--- src/rtl/rhr_pkg.sv ---
package rhr_pkg;

  // Operation codes of an input transaction.
  localparam logic [1:0] OP_WRITE  = 2'd0;
  localparam logic [1:0] OP_REMOVE = 2'd1;
  localparam logic [1:0] OP_QUERY  = 2'd2;

  // Result status codes.
  localparam logic [2:0] ST_ANGLE    = 3'd0;
  localparam logic [2:0] ST_FALLBACK = 3'd1;
  localparam logic [2:0] ST_EMPTY    = 3'd2;
  localparam logic [2:0] ST_DONE     = 3'd3;
  localparam logic [2:0] ST_FULL     = 3'd4;

  // CORDIC arithmetic: angles in 2^-32 turn, datapath wide enough for growth.
  localparam int CORDIC_STEPS = 30;
  localparam int CW           = 36;
  localparam int STEP_BITS    = 5;

  typedef logic [CW-1:0] cw_t;

  // Arctangent table, atan(2^-i) in units of 2^-32 turn.
  function automatic logic [31:0] atan_turn(input logic [STEP_BITS-1:0] i);
    logic [31:0] t;
    case (i)
      5'd0:  t = 32'h20000000; 5'd1:  t = 32'h12E4051D;
      5'd2:  t = 32'h09FB385B; 5'd3:  t = 32'h051111D4;
      5'd4:  t = 32'h028B0D43; 5'd5:  t = 32'h0145D7E1;
      5'd6:  t = 32'h00A2F61E; 5'd7:  t = 32'h00517C55;
      5'd8:  t = 32'h0028BE53; 5'd9:  t = 32'h00145F2E;
      5'd10: t = 32'h000A2F98; 5'd11: t = 32'h000517CC;
      5'd12: t = 32'h00028BE6; 5'd13: t = 32'h000145F3;
      5'd14: t = 32'h0000A2F9; 5'd15: t = 32'h0000517C;
      5'd16: t = 32'h000028BE; 5'd17: t = 32'h0000145F;
      5'd18: t = 32'h00000A2F; 5'd19: t = 32'h00000517;
      5'd20: t = 32'h0000028B; 5'd21: t = 32'h00000145;
      5'd22: t = 32'h000000A2; 5'd23: t = 32'h00000051;
      5'd24: t = 32'h00000028; 5'd25: t = 32'h00000014;
      5'd26: t = 32'h0000000A; 5'd27: t = 32'h00000005;
      5'd28: t = 32'h00000002; 5'd29: t = 32'h00000001;
      default: t = 32'h0;
    endcase
    return t;
  endfunction

  // Request and reply between the controller and the CORDIC unit.
  typedef struct packed {
    logic go;
    cw_t  x;
    cw_t  y;
  } rhr_cordic_req_t;

  typedef struct packed {
    logic        done;
    logic [31:0] z;
  } rhr_cordic_rsp_t;

endpackage

--- src/rtl/right_hand_rule_neighbor_select.sv ---
// Channel | Ports                         | Handshake
// input   | in_op .. in_prev_y            | start high while busy low
// result  | out_next_hop/best_angle/status | out_valid one cycle, no stall
// A write reads and checks each entry in turn, then updates the table in
// S_WR_DONE before its result; a remove skips that update step.
// A query first runs one CORDIC for the previous hop, then per entry reads
// and checks it, waiting for a CORDIC run if the entry is angled.
// Reset clears the valid flags; the table memory itself is not cleared.
// The result cannot be held off; busy stays high until it is shown.
module right_hand_rule_neighbor_select #(
  parameter int TABLE_DEPTH = 16,
  parameter int COORD_BITS  = 24,
  parameter int ANGLE_BITS  = 16
) (
  input  logic                         clk,
  input  logic                         rst_n,
  input  logic                         start,
  output logic                         busy,
  input  logic [1:0]                   in_op,
  input  logic [31:0]                  in_neighbor_addr,
  input  logic signed [COORD_BITS-1:0] in_neighbor_x,
  input  logic signed [COORD_BITS-1:0] in_neighbor_y,
  input  logic signed [COORD_BITS-1:0] in_self_x,
  input  logic signed [COORD_BITS-1:0] in_self_y,
  input  logic signed [COORD_BITS-1:0] in_prev_x,
  input  logic signed [COORD_BITS-1:0] in_prev_y,
  output logic                         out_valid,
  output logic [31:0]                  out_next_hop,
  output logic [ANGLE_BITS-1:0]        out_best_angle,
  output logic [2:0]                   out_status
);
  import rhr_pkg::*;

  localparam int IW = $clog2(TABLE_DEPTH);
  localparam int CT = IW + 1;
  localparam int EW = 32 + 2 * COORD_BITS;

  typedef enum logic [3:0] {
    S_IDLE, S_SCAN_RD, S_SCAN_CHK, S_WR_DONE, S_PREV_WAIT,
    S_Q_RD, S_Q_CHK, S_Q_WAIT, S_FINISH
  } state_t;

  state_t state_r;

  // Entry memory, address and position, with a registered read.
  logic [EW-1:0]     mem [TABLE_DEPTH];
  logic [EW-1:0]     rd_data_r;
  logic [IW-1:0]     rd_addr;
  logic              wr_en;
  logic [IW-1:0]     wr_addr;
  logic [EW-1:0]     wr_data;
  logic [TABLE_DEPTH-1:0] valid_r;

  always_ff @(posedge clk) begin
    if (wr_en) begin
      mem[wr_addr] <= wr_data;
    end
    rd_data_r <= mem[rd_addr];
  end

  // Latched transaction.
  logic [1:0]            op_r;
  logic [31:0]           addr_r;
  logic [COORD_BITS-1:0] nx_r, ny_r, sx_r, sy_r;
  logic [CT-1:0]         idx_r;
  logic                  hit_r, free_r;
  logic [IW-1:0]         hit_slot_r, free_slot_r;
  logic [31:0]           pref_r, low_r, best_addr_r;
  logic [ANGLE_BITS:0]   best_r;
  logic                  any_r, found_r, prev_ok_r;
  logic [IW-1:0]         cur_r;

  rhr_cordic_req_t creq;
  rhr_cordic_rsp_t crsp;

  rhr_cordic u_cordic (.clk(clk), .rst_n(rst_n), .req(creq), .rsp(crsp));

  // Fields of the entry just read.
  logic [31:0]     e_addr;
  logic signed [COORD_BITS-1:0] e_x, e_y;
  cw_t             dnx, dny;
  logic [31:0]     diff;
  logic [32:0]     rnd;
  logic [ANGLE_BITS-1:0] ang;
  logic            e_valid;

  always_comb begin
    e_addr  = rd_data_r[EW-1 -: 32];
    e_x     = rd_data_r[2*COORD_BITS-1 -: COORD_BITS];
    e_y     = rd_data_r[COORD_BITS-1:0];
    dnx     = CW'(e_x) - CW'($signed(sx_r));
    dny     = CW'(e_y) - CW'($signed(sy_r));
    e_valid = valid_r[idx_r[IW-1:0]];
    diff    = crsp.z - pref_r;
    rnd     = {1'b0, diff} + (33'd1 << (31 - ANGLE_BITS));
    ang     = rnd[31 -: ANGLE_BITS];
  end

  assign rd_addr = idx_r[IW-1:0];
  assign busy    = (state_r != S_IDLE);

  // CORDIC launches: previous-hop direction on start, entries during scan.
  always_comb begin
    creq.go = 1'b0;
    creq.x  = '0;
    creq.y  = '0;
    if (state_r == S_IDLE && start && in_op == OP_QUERY) begin
      creq.go = 1'b1;
      creq.x  = CW'(in_prev_x) - CW'(in_self_x);
      creq.y  = CW'(in_prev_y) - CW'(in_self_y);
    end else if (state_r == S_Q_CHK && e_valid && prev_ok_r &&
                 (dnx != '0 || dny != '0)) begin
      creq.go = 1'b1;
      creq.x  = dnx;
      creq.y  = dny;
    end
  end

  assign wr_en   = (state_r == S_WR_DONE) && (hit_r || free_r);
  assign wr_addr = hit_r ? hit_slot_r : free_slot_r;
  assign wr_data = {addr_r, nx_r, ny_r};

  // Sequencer and result registers.
  always_ff @(posedge clk) begin
    if (!rst_n) begin
      state_r   <= S_IDLE;
      valid_r   <= '0;
      out_valid <= 1'b0;
    end else begin
      out_valid <= 1'b0;
      case (state_r)
        S_IDLE: begin
          if (start) begin
            op_r   <= in_op;
            addr_r <= in_neighbor_addr;
            nx_r   <= in_neighbor_x;
            ny_r   <= in_neighbor_y;
            sx_r   <= in_self_x;
            sy_r   <= in_self_y;
            idx_r  <= '0;
            hit_r  <= 1'b0;
            free_r <= 1'b0;
            any_r  <= 1'b0;
            found_r <= 1'b0;
            best_r <= {1'b1, {ANGLE_BITS{1'b0}}};
            best_addr_r <= '0;
            low_r  <= '0;
            prev_ok_r <= (in_prev_x != in_self_x) || (in_prev_y != in_self_y);
            if (in_op == OP_QUERY) begin
              state_r <= S_PREV_WAIT;
            end else if (in_op == OP_WRITE || in_op == OP_REMOVE) begin
              state_r <= S_SCAN_RD;
            end else begin
              state_r <= S_FINISH;
            end
          end
        end
        // Address search for write and remove, one entry per read.
        S_SCAN_RD: state_r <= S_SCAN_CHK;
        S_SCAN_CHK: begin
          if (valid_r[idx_r[IW-1:0]] && e_addr == addr_r) begin
            if (!hit_r) begin
              hit_r      <= 1'b1;
              hit_slot_r <= idx_r[IW-1:0];
            end
            if (op_r == OP_REMOVE) begin
              valid_r[idx_r[IW-1:0]] <= 1'b0;
            end
          end
          if (!valid_r[idx_r[IW-1:0]] && !free_r) begin
            free_r      <= 1'b1;
            free_slot_r <= idx_r[IW-1:0];
          end
          if (idx_r == CT'(TABLE_DEPTH - 1)) begin
            state_r <= (op_r == OP_WRITE) ? S_WR_DONE : S_FINISH;
          end else begin
            idx_r   <= idx_r + 1'b1;
            state_r <= S_SCAN_RD;
          end
        end
        S_WR_DONE: begin
          if (hit_r) begin
            valid_r[hit_slot_r] <= 1'b1;
          end else if (free_r) begin
            valid_r[free_slot_r] <= 1'b1;
          end
          state_r <= S_FINISH;
        end
        S_PREV_WAIT: begin
          if (crsp.done) begin
            pref_r  <= crsp.z;
            state_r <= S_Q_RD;
          end
        end
        // Query scan: read an entry, then angle it in the CORDIC if needed.
        S_Q_RD: state_r <= S_Q_CHK;
        S_Q_CHK: begin
          cur_r <= idx_r[IW-1:0];
          if (e_valid) begin
            any_r <= 1'b1;
            if (!any_r || e_addr < low_r) begin
              low_r <= e_addr;
            end
          end
          if (creq.go) begin
            state_r <= S_Q_WAIT;
          end else if (idx_r == CT'(TABLE_DEPTH - 1)) begin
            state_r <= S_FINISH;
          end else begin
            idx_r   <= idx_r + 1'b1;
            state_r <= S_Q_RD;
          end
        end
        S_Q_WAIT: begin
          if (crsp.done) begin
            if (ang != '0 && ({1'b0, ang} < best_r ||
                ({1'b0, ang} == best_r && e_addr < best_addr_r))) begin
              best_r      <= {1'b0, ang};
              best_addr_r <= e_addr;
              found_r     <= 1'b1;
            end
            if (idx_r == CT'(TABLE_DEPTH - 1)) begin
              state_r <= S_FINISH;
            end else begin
              idx_r   <= idx_r + 1'b1;
              state_r <= S_Q_RD;
            end
          end
        end
        S_FINISH: begin
          out_valid <= 1'b1;
          out_next_hop   <= '0;
          out_best_angle <= '0;
          out_status     <= ST_DONE;
          if (op_r == OP_WRITE && !hit_r && !free_r) begin
            out_status <= ST_FULL;
          end else if (op_r == OP_QUERY) begin
            if (!any_r) begin
              out_status <= ST_EMPTY;
            end else if (found_r) begin
              out_next_hop   <= best_addr_r;
              out_best_angle <= best_r[ANGLE_BITS-1:0];
              out_status     <= ST_ANGLE;
            end else begin
              out_next_hop <= low_r;
              out_status   <= ST_FALLBACK;
            end
          end
          state_r <= S_IDLE;
        end
        default: state_r <= S_IDLE;
      endcase
    end
  end

  // A result appears only after a busy period.
  a_out_after_busy: assert property (@(posedge clk) disable iff (!rst_n)
    out_valid |-> $past(busy)) else $error("result without transaction");
  // The block is idle in the cycle a result is shown.
  a_idle_on_out: assert property (@(posedge clk) disable iff (!rst_n)
    out_valid |-> !busy) else $error("busy while result shown");
  // A winning angle is never zero.
  a_angle_nonzero: assert property (@(posedge clk) disable iff (!rst_n)
    (out_valid && out_status == ST_ANGLE) |-> out_best_angle != '0)
    else $error("zero winning angle");
  // Cursor latched for the entry under angle evaluation stays put.
  a_cur_stable: assert property (@(posedge clk) disable iff (!rst_n)
    (state_r == S_Q_WAIT && $past(state_r) == S_Q_WAIT) |-> $stable(cur_r))
    else $error("cursor moved during CORDIC");
endmodule

--- src/rtl/rhr_cordic.sv ---
module rhr_cordic (
  input  logic                    clk,
  input  logic                    rst_n,
  input  rhr_pkg::rhr_cordic_req_t req,
  output rhr_pkg::rhr_cordic_rsp_t rsp
);
  import rhr_pkg::*;

  cw_t                 x_r, y_r, x_nxt, y_nxt;
  logic [31:0]         z_r, z_nxt;
  logic [STEP_BITS-1:0] i_r;
  logic                busy_r, done_r;
  cw_t                 xs, ys;

  // One vectoring step per cycle, arithmetic shifts by the step index.
  always_comb begin
    xs = cw_t'($signed(x_r) >>> i_r);
    ys = cw_t'($signed(y_r) >>> i_r);
    if ($signed(y_r) > 0) begin
      x_nxt = x_r + ys;
      y_nxt = y_r - xs;
      z_nxt = z_r + atan_turn(i_r);
    end else begin
      x_nxt = x_r - ys;
      y_nxt = y_r + xs;
      z_nxt = z_r - atan_turn(i_r);
    end
  end

  // Iteration control: load with the half-turn fold, then thirty steps.
  always_ff @(posedge clk) begin
    if (!rst_n) begin
      busy_r <= 1'b0;
      done_r <= 1'b0;
      i_r    <= '0;
    end else begin
      done_r <= 1'b0;
      if (req.go) begin
        busy_r <= 1'b1;
        i_r    <= '0;
        if (req.x[CW-1]) begin
          x_r <= -req.x;
          y_r <= -req.y;
          z_r <= 32'h80000000;
        end else begin
          x_r <= req.x;
          y_r <= req.y;
          z_r <= 32'h0;
        end
      end else if (busy_r) begin
        x_r <= x_nxt;
        y_r <= y_nxt;
        z_r <= z_nxt;
        i_r <= i_r + 1'b1;
        if (i_r == STEP_BITS'(CORDIC_STEPS - 1)) begin
          busy_r <= 1'b0;
          done_r <= 1'b1;
        end
      end
    end
  end

  // The angle register holds the final value while done is high.
  assign rsp.done = done_r;
  assign rsp.z    = z_r;
endmodule
--- config.mk ---
export PLATFORM = sky130hd
export DESIGN_NAME = right_hand_rule_neighbor_select
export DESIGN_NICKNAME = d
export VERILOG_FILES = /design/src/rtl/rhr_pkg.sv /design/src/rtl/right_hand_rule_neighbor_select.sv /design/src/rtl/rhr_cordic.sv
export SDC_FILE = /design/constraint.sdc
export NUM_CORES = 2
export LEC_CHECK = 0
export BUFFER_PORTS_ARGS = -buffer_cell sky130_fd_sc_hd__buf_4
export CORE_MARGIN = 2
export CORE_UTILIZATION = 39
export CTS_CLUSTER_DIAMETER = 60
export DETAILED_ROUTE_END_ITERATION = 6
export PLACE_DENSITY = 0.54
export SLEW_MARGIN = 10
export SYNTH_ARGS = -nofsm -noshare
export SYNTH_HDL_FRONTEND = slang
export SYNTH_SLANG_ARGS = --single-unit
--- constraint.sdc ---
create_clock -name clk -period 28.9 [get_ports clk]
set_clock_uncertainty 0.1 [all_clocks]
set_input_delay 8.67 -clock clk [delete_from_list [all_inputs] [get_ports clk]]
set_output_delay 8.67 -clock clk [all_outputs]
set_load 0.02 [all_outputs]
# Word-level counts from Yosys, hierarchy flattened
# Memories as Yosys holds them, arrays and structs flattened. A register that Yosys moved wholly into a read port is not among the register bits.
# Cells that the tools add are included.
# classes
n_mux,81
add_sub_neg,16
n_reduce_logical,56
n_lt_le_gt_ge,10
shifts,2
bitwise_logic,10
eq_ne,29
# ops
operator,n
two-way mux 32 bit,12
two-way mux 36 bit,8
two-way mux 73 bit,2
one-hot mux 32 bit (2 select lines),2
subtractor 24 x 24 -> 25 bit,4
adder 36 bit,2
negation 36 bit,2
nonzero test 36 bit,2
>>> shifter 36 x 5 -> 36 bit,2
subtractor 36 bit,2
< comparator 32 bit,2
two-way mux 16 bit,4
subtractor 32 bit,2
two-way mux 17 bit,3
!= test 24 bit,2
two-way mux 4 bit,10
two-way mux 5 bit,8
"greater-than comparator 36 x 1 -> 1 bit, second input constant",1
one-hot mux 17 bit (2 select lines),1
"adder 32 x 16 -> 32 bit, second input constant",1
adder 32 bit,1
== test 32 bit,1
OR 16 bit,2
one-hot mux 16 bit (2 select lines),1
41 further kinds,127
# totals
word_cells,237
memories,3
romBits,1920
mem_bits_rw,1280
output_inout_bits,53
regBits,444
in_bits,181
# mem_list
name,depth,word_bits,rd,rd_clocked_by_memory_dff,wr,line,text
mem,16,80,1,1,1,right_hand_rule_neighbor_select.sv:46,logic [EW-1:0] mem [TABLE_DEPTH];
(no name shown),32,30,1,1,0,rhr_pkg.sv:25,case (i)
(no name shown),32,30,1,1,0,rhr_pkg.sv:25,

# Logic depth before layout (Yosys ltp)
# logic_depth
depth_word,10
mapped_depth,29

# Cells and area by module
# From an unflattened synthesis, not the netlist that was laid out.
# unflattened
cells_unflattened,6429
hier_area_um2,91561.6
# modules_own_cells
module,area_each_um2,cells_per_inst,seq_area_each_um2,n_inst
right_hand_rule_neighbor_select,71469.8,4025,49827.8,1
rhr_cordic,20091.8,2404,3863.7,1

# Least setup slack after synthesis
# Ideal clock, no wire load.
# synth_path
kind,input port to flip-flop
startpoint,input start
endpoint,"register u_cordic.x_r[0], enable pin"
n_path_buf,4
path_slack_ns,13.865
stages,8
t_arrival_ns,14.367
required_time_ns,28.232
path_cell_list,clkbuf_1 nand4b_1 clkbuf_1 buf_2 nand2_1 clkbuf_1 nor2_1 nor2_1
# synth_via
elab_chain_cells,5
# synth_lines
item,line,text
start: declaration,right_hand_rule_neighbor_select.sv:17,"input logic start,"
logical AND 1 bit (2 in series),right_hand_rule_neighbor_select.sv:107,if (state_r == S_IDLE && start && in_op == OP_QUERY) begin
two-way mux 73 bit,right_hand_rule_neighbor_select.sv:107,
nonzero test 2 bit (no line),-,
AND reduction 2 bit (no line),-,
end signal: assignment,rhr_cordic.sv:42,x_r <= -req.x;
end signal: assignment,rhr_cordic.sv:46,x_r <= req.x;
end signal: assignment,rhr_cordic.sv:51,x_r <= x_nxt;
end: declaration,rhr_cordic.sv:9,"cw_t x_r, y_r, x_nxt, y_nxt;"
# Every way passes these cells.
# A chain may end at the register's enable or synchronous reset.

# Worst setup path after layout
# layout_path
startpoint,input in_prev_y[0]
endpoint,register u_cordic.y_r[26] (data pin)
# layout_via
elab_chain_cells,5
# layout_lines
item,line,text
start: declaration,right_hand_rule_neighbor_select.sv:26,"input logic signed [COORD_BITS-1:0] in_prev_y,"
subtractor 24 x 24 -> 25 bit *,right_hand_rule_neighbor_select.sv:110,creq.y = CW'(in_prev_y) - CW'(in_self_y);
two-way mux 73 bit *,right_hand_rule_neighbor_select.sv:107,
negation 36 bit,rhr_cordic.sv:43,y_r <= -req.y;
two-way mux 36 bit *,rhr_cordic.sv:41,if (req.x[CW-1]) begin
two-way mux 36 bit *,rhr_cordic.sv:38,if (req.go) begin
end signal: assignment,rhr_cordic.sv:43,
end signal: assignment,rhr_cordic.sv:47,y_r <= req.y;
end signal: assignment,rhr_cordic.sv:52,y_r <= y_nxt;
end: declaration,rhr_cordic.sv:9,
# Every way passes the cells marked *; elsewhere a longest branch is shown, timed or not.

==> impl_metrics.tcl <==
set metrics [dict create \
    slowest_stage "a311oi_1" \
    fill_cells 20230 \
    fmax_mhz 78.79 \
    cts_made_buffers 202 \
    crit_path_max_incr_delay_ps 720 \
    netlist.area_leader.share_pct 56.89 \
    setup_viol 0 \
    dp_slack_ps 15390 \
    first_iter_violations 4588 \
    gp_congestion 0.9057 \
    antenna_found_initial 33 \
    cp.arrival_ps 13170 \
    p_leak_nw 35.60 \
    nets 6878 \
    crit_top_cell "a21oi_1" \
    worstSetupEndpointType "flop" \
    insertion_delay_ps 870 \
    cts_tree "yes" \
    worstHoldPathType "reg -> reg" \
    cp.required_ps 29380 \
    dieArea_um2 233400 \
    multi_input_area_um2 33800 \
    wire_per_inst_um 26.47 \
    ant_nets 0 \
    cts_buffer_depth 3 \
    synth_edf_count 1696 \
    boundaryPins 234 \
    ys_warn_count 0 \
    ys_types 103 \
    synth.most_common_cell "edfxtp_1" \
    async_flop_share_pct 0 \
    drive_gt1_share_pct 19.13 \
    hold_viol 0 \
    place_hpwl_um 165200 \
    relSlewSlack_pct 22.52 \
    critPathMaxFanout 5 \
    synth.cell_area_um2 89520 \
    synth_nets 6614 \
    timing.rr.start "u_cordic.i_r[0]" \
    path_cells "buf_4 > inv_1 > ha_1 > fa_1 > nor2b_1 > o31a_1 > o41a_1 > a311oi_1 > a21oi_1 > xor2_1 > a21oi_1 > and4b_1 > nand3_1 > o22ai_1 > and3b_1 > a41oi_2 > a21o_1" \
    final_max_slew_viol_count 0 \
    crit_buf_inv 2 \
    synth_flop_cell "edfxtp_1" \
    fin_crit_ps 12690 \
    synth-seq-area-share_pct 59.98 \
    crit_type "in -> reg" \
    postCtsSetupBuffers 0 \
    cts.repair.resized 0 \
    die_y_um 483.1 \
    rsz0062_at_grt "false" \
    num_rows 175 \
    instances_no_fill 9522 \
    max_cap_viol_count 0 \
    cp-start-kind "input pin" \
    holdCritStartpoint "valid_r[3]" \
    avgViaCountPerCell 5.693 \
    seq_area_um2 53700 \
    clk_pin_slew_ps 50 \
    synth_largest_area_cell "edfxtp_1" \
    overflow 0 \
    synth_commonest_cells "edfxtp_1 (1696), mux4_2 (514), nor2_1 (354)" \
    area_growth_pct 13.50 \
    peakVddDrop_mv 0.05254 \
    synth.area.top_cells "edfxtp_1 (57%), mux4_2 (13%), ha_1 (4.9%)" \
    synthCells 6074 \
    start_util_pct 39.31 \
    crit_path_start "in_prev_y[0]" \
    vias 54210 \
    period_share_pct 43.92 \
    cts_sinks 1834 \
    drcViolationCount 0 \
    syn_area_per_cell_um2 14.74 \
    drtPass1Iterations 5 \
    worstMarginPinSlew_ps 1152 \
    pwr_density_cell_nw_per_um2 74.02 \
    core-area_um2 227700 \
    grt_max_degree 140 \
    dpl.cell_count 9143 \
    setup_slack_ps 16210 \
    timing.setup.tns_ps 0 \
    io_buffers 233 \
    status "finished clean" \
    grt_pass1_vias 53630 \
    grt_pass1_wl_um 369100 \
    crit_family "compound AO/OA/AOI/OAI gates" \
    ys_ff_latch 1834 \
    htreeDepth 4 \
    track_usage_pct 21.26 \
    dieWidth_um 483.1 \
    cts_hold_buf 0 \
    fin_hold_ws_ps 398.7 \
    utilization_pct 44.62 \
    routed_wirelength_um 252100 \
    root_buffer "clkbuf_16" \
]
==> kinds of logic (layout without fill, tap and decap cells) <==
group / Yosys count / after routing / share of synthesized area [%]
mux: 606 / 606 / 13.99
flops: 1834 / 1834 / 59.98
fa+ha+maj: 359 / 359 / 5.076
compound gates: 1126 / 1126 / 8.214
simple gates: 1235 / 1235 / 7.015
xor+xnor: 328 / 328 / 3.209
buf+inv: 586 / 1021 / 2.524
other cells: 0 / 4 / 0
==> path summary, 6_finish.rpt <==
path                           end  cells past startpoint  slack [ps]
setup / recovery  u_cordic.y_r[26]                     17       16210
hold / removal          valid_r[3]                      2         400
setup reg to reg  u_cordic.y_r[34]                     22       20830
hold reg to reg         valid_r[3]                      2         400
==> state kept, by name, indices dropped and copies added (netlist names), 5 cells and up, named ones only <==
signal and cells:
u_cordic.i_r 5, valid_r 16, u_cordic.x_r 36, idx_r 5, u_cordic.y_r 36, best_r 17
ny_r 24, addr_r 32, sy_r 24, out_next_hop 32, mem 1280, u_cordic.z_r 32
out_best_angle 16, best_addr_r 32, low_r 32, rd_data_r 80, nx_r 24, sx_r 24
pref_r 32
==> report_power, final <==
part           internal [W]  switching, W  total (W)
Clock               0.00145       0.00109    0.00254
Sequential          0.00305      0.000148    0.00320
Combinational      0.000757       0.00103    0.00178
Total               0.00526       0.00226    0.00752
==> stage by stage <==
stage          cell area (µm²)  total power (W)
6_report                101600         0.007521
3_3_place_gp             94960         0.005013
5_1_grt                 101600         0.007871
2_1_floorplan            89520         0.004471
4_1_cts                 101600         0.007577
3_5_place_dp             94960         0.005025
==> layout by cell type, fill, tap and decap left out, types with 105 or more instances in the layout <==
cell and n:
a21o_1 121, a21oi_1 271, and2_1 105, buf_4 321, clkbuf_16 202, dfxtp_1 136
edfxtp_1 1696, ha_1 352, inv_1 316, mux4_2 514, nand2_1 241, nor2_1 335
o21ai_0 248, xnor2_1 196, xor2_1 132
==> routing by layer <==
| metal | track usage, % | share of wire (%) |
|---|---|---|
| met1 | 29.67 | 44 |
| met4 | 8.190 | 3.9 |
| met3 | 2.806 | 4.8 |
| met5 | 0 | 0.014 |
| met2 | 33.86 | 47 |
==> final cells by class <==
cell class,count,area share [%]
clock buffers,284,5.522
clock inverters,91,1.012
multi-input cells,3654,33.26
diodes,4,0.009851
well taps,3009,3.705
flip-flops and latches,1834,52.85
inverters,321,1.187
repair buffers,325,2.451
==> tightest hold or removal path, delay by kind of cell (launching register included) <==
family	cells	cell delay, ps
flops	1	330
compound gates	1	60
simple gates	1	70
No activity file was read; power rests on OpenSTA's default activity.
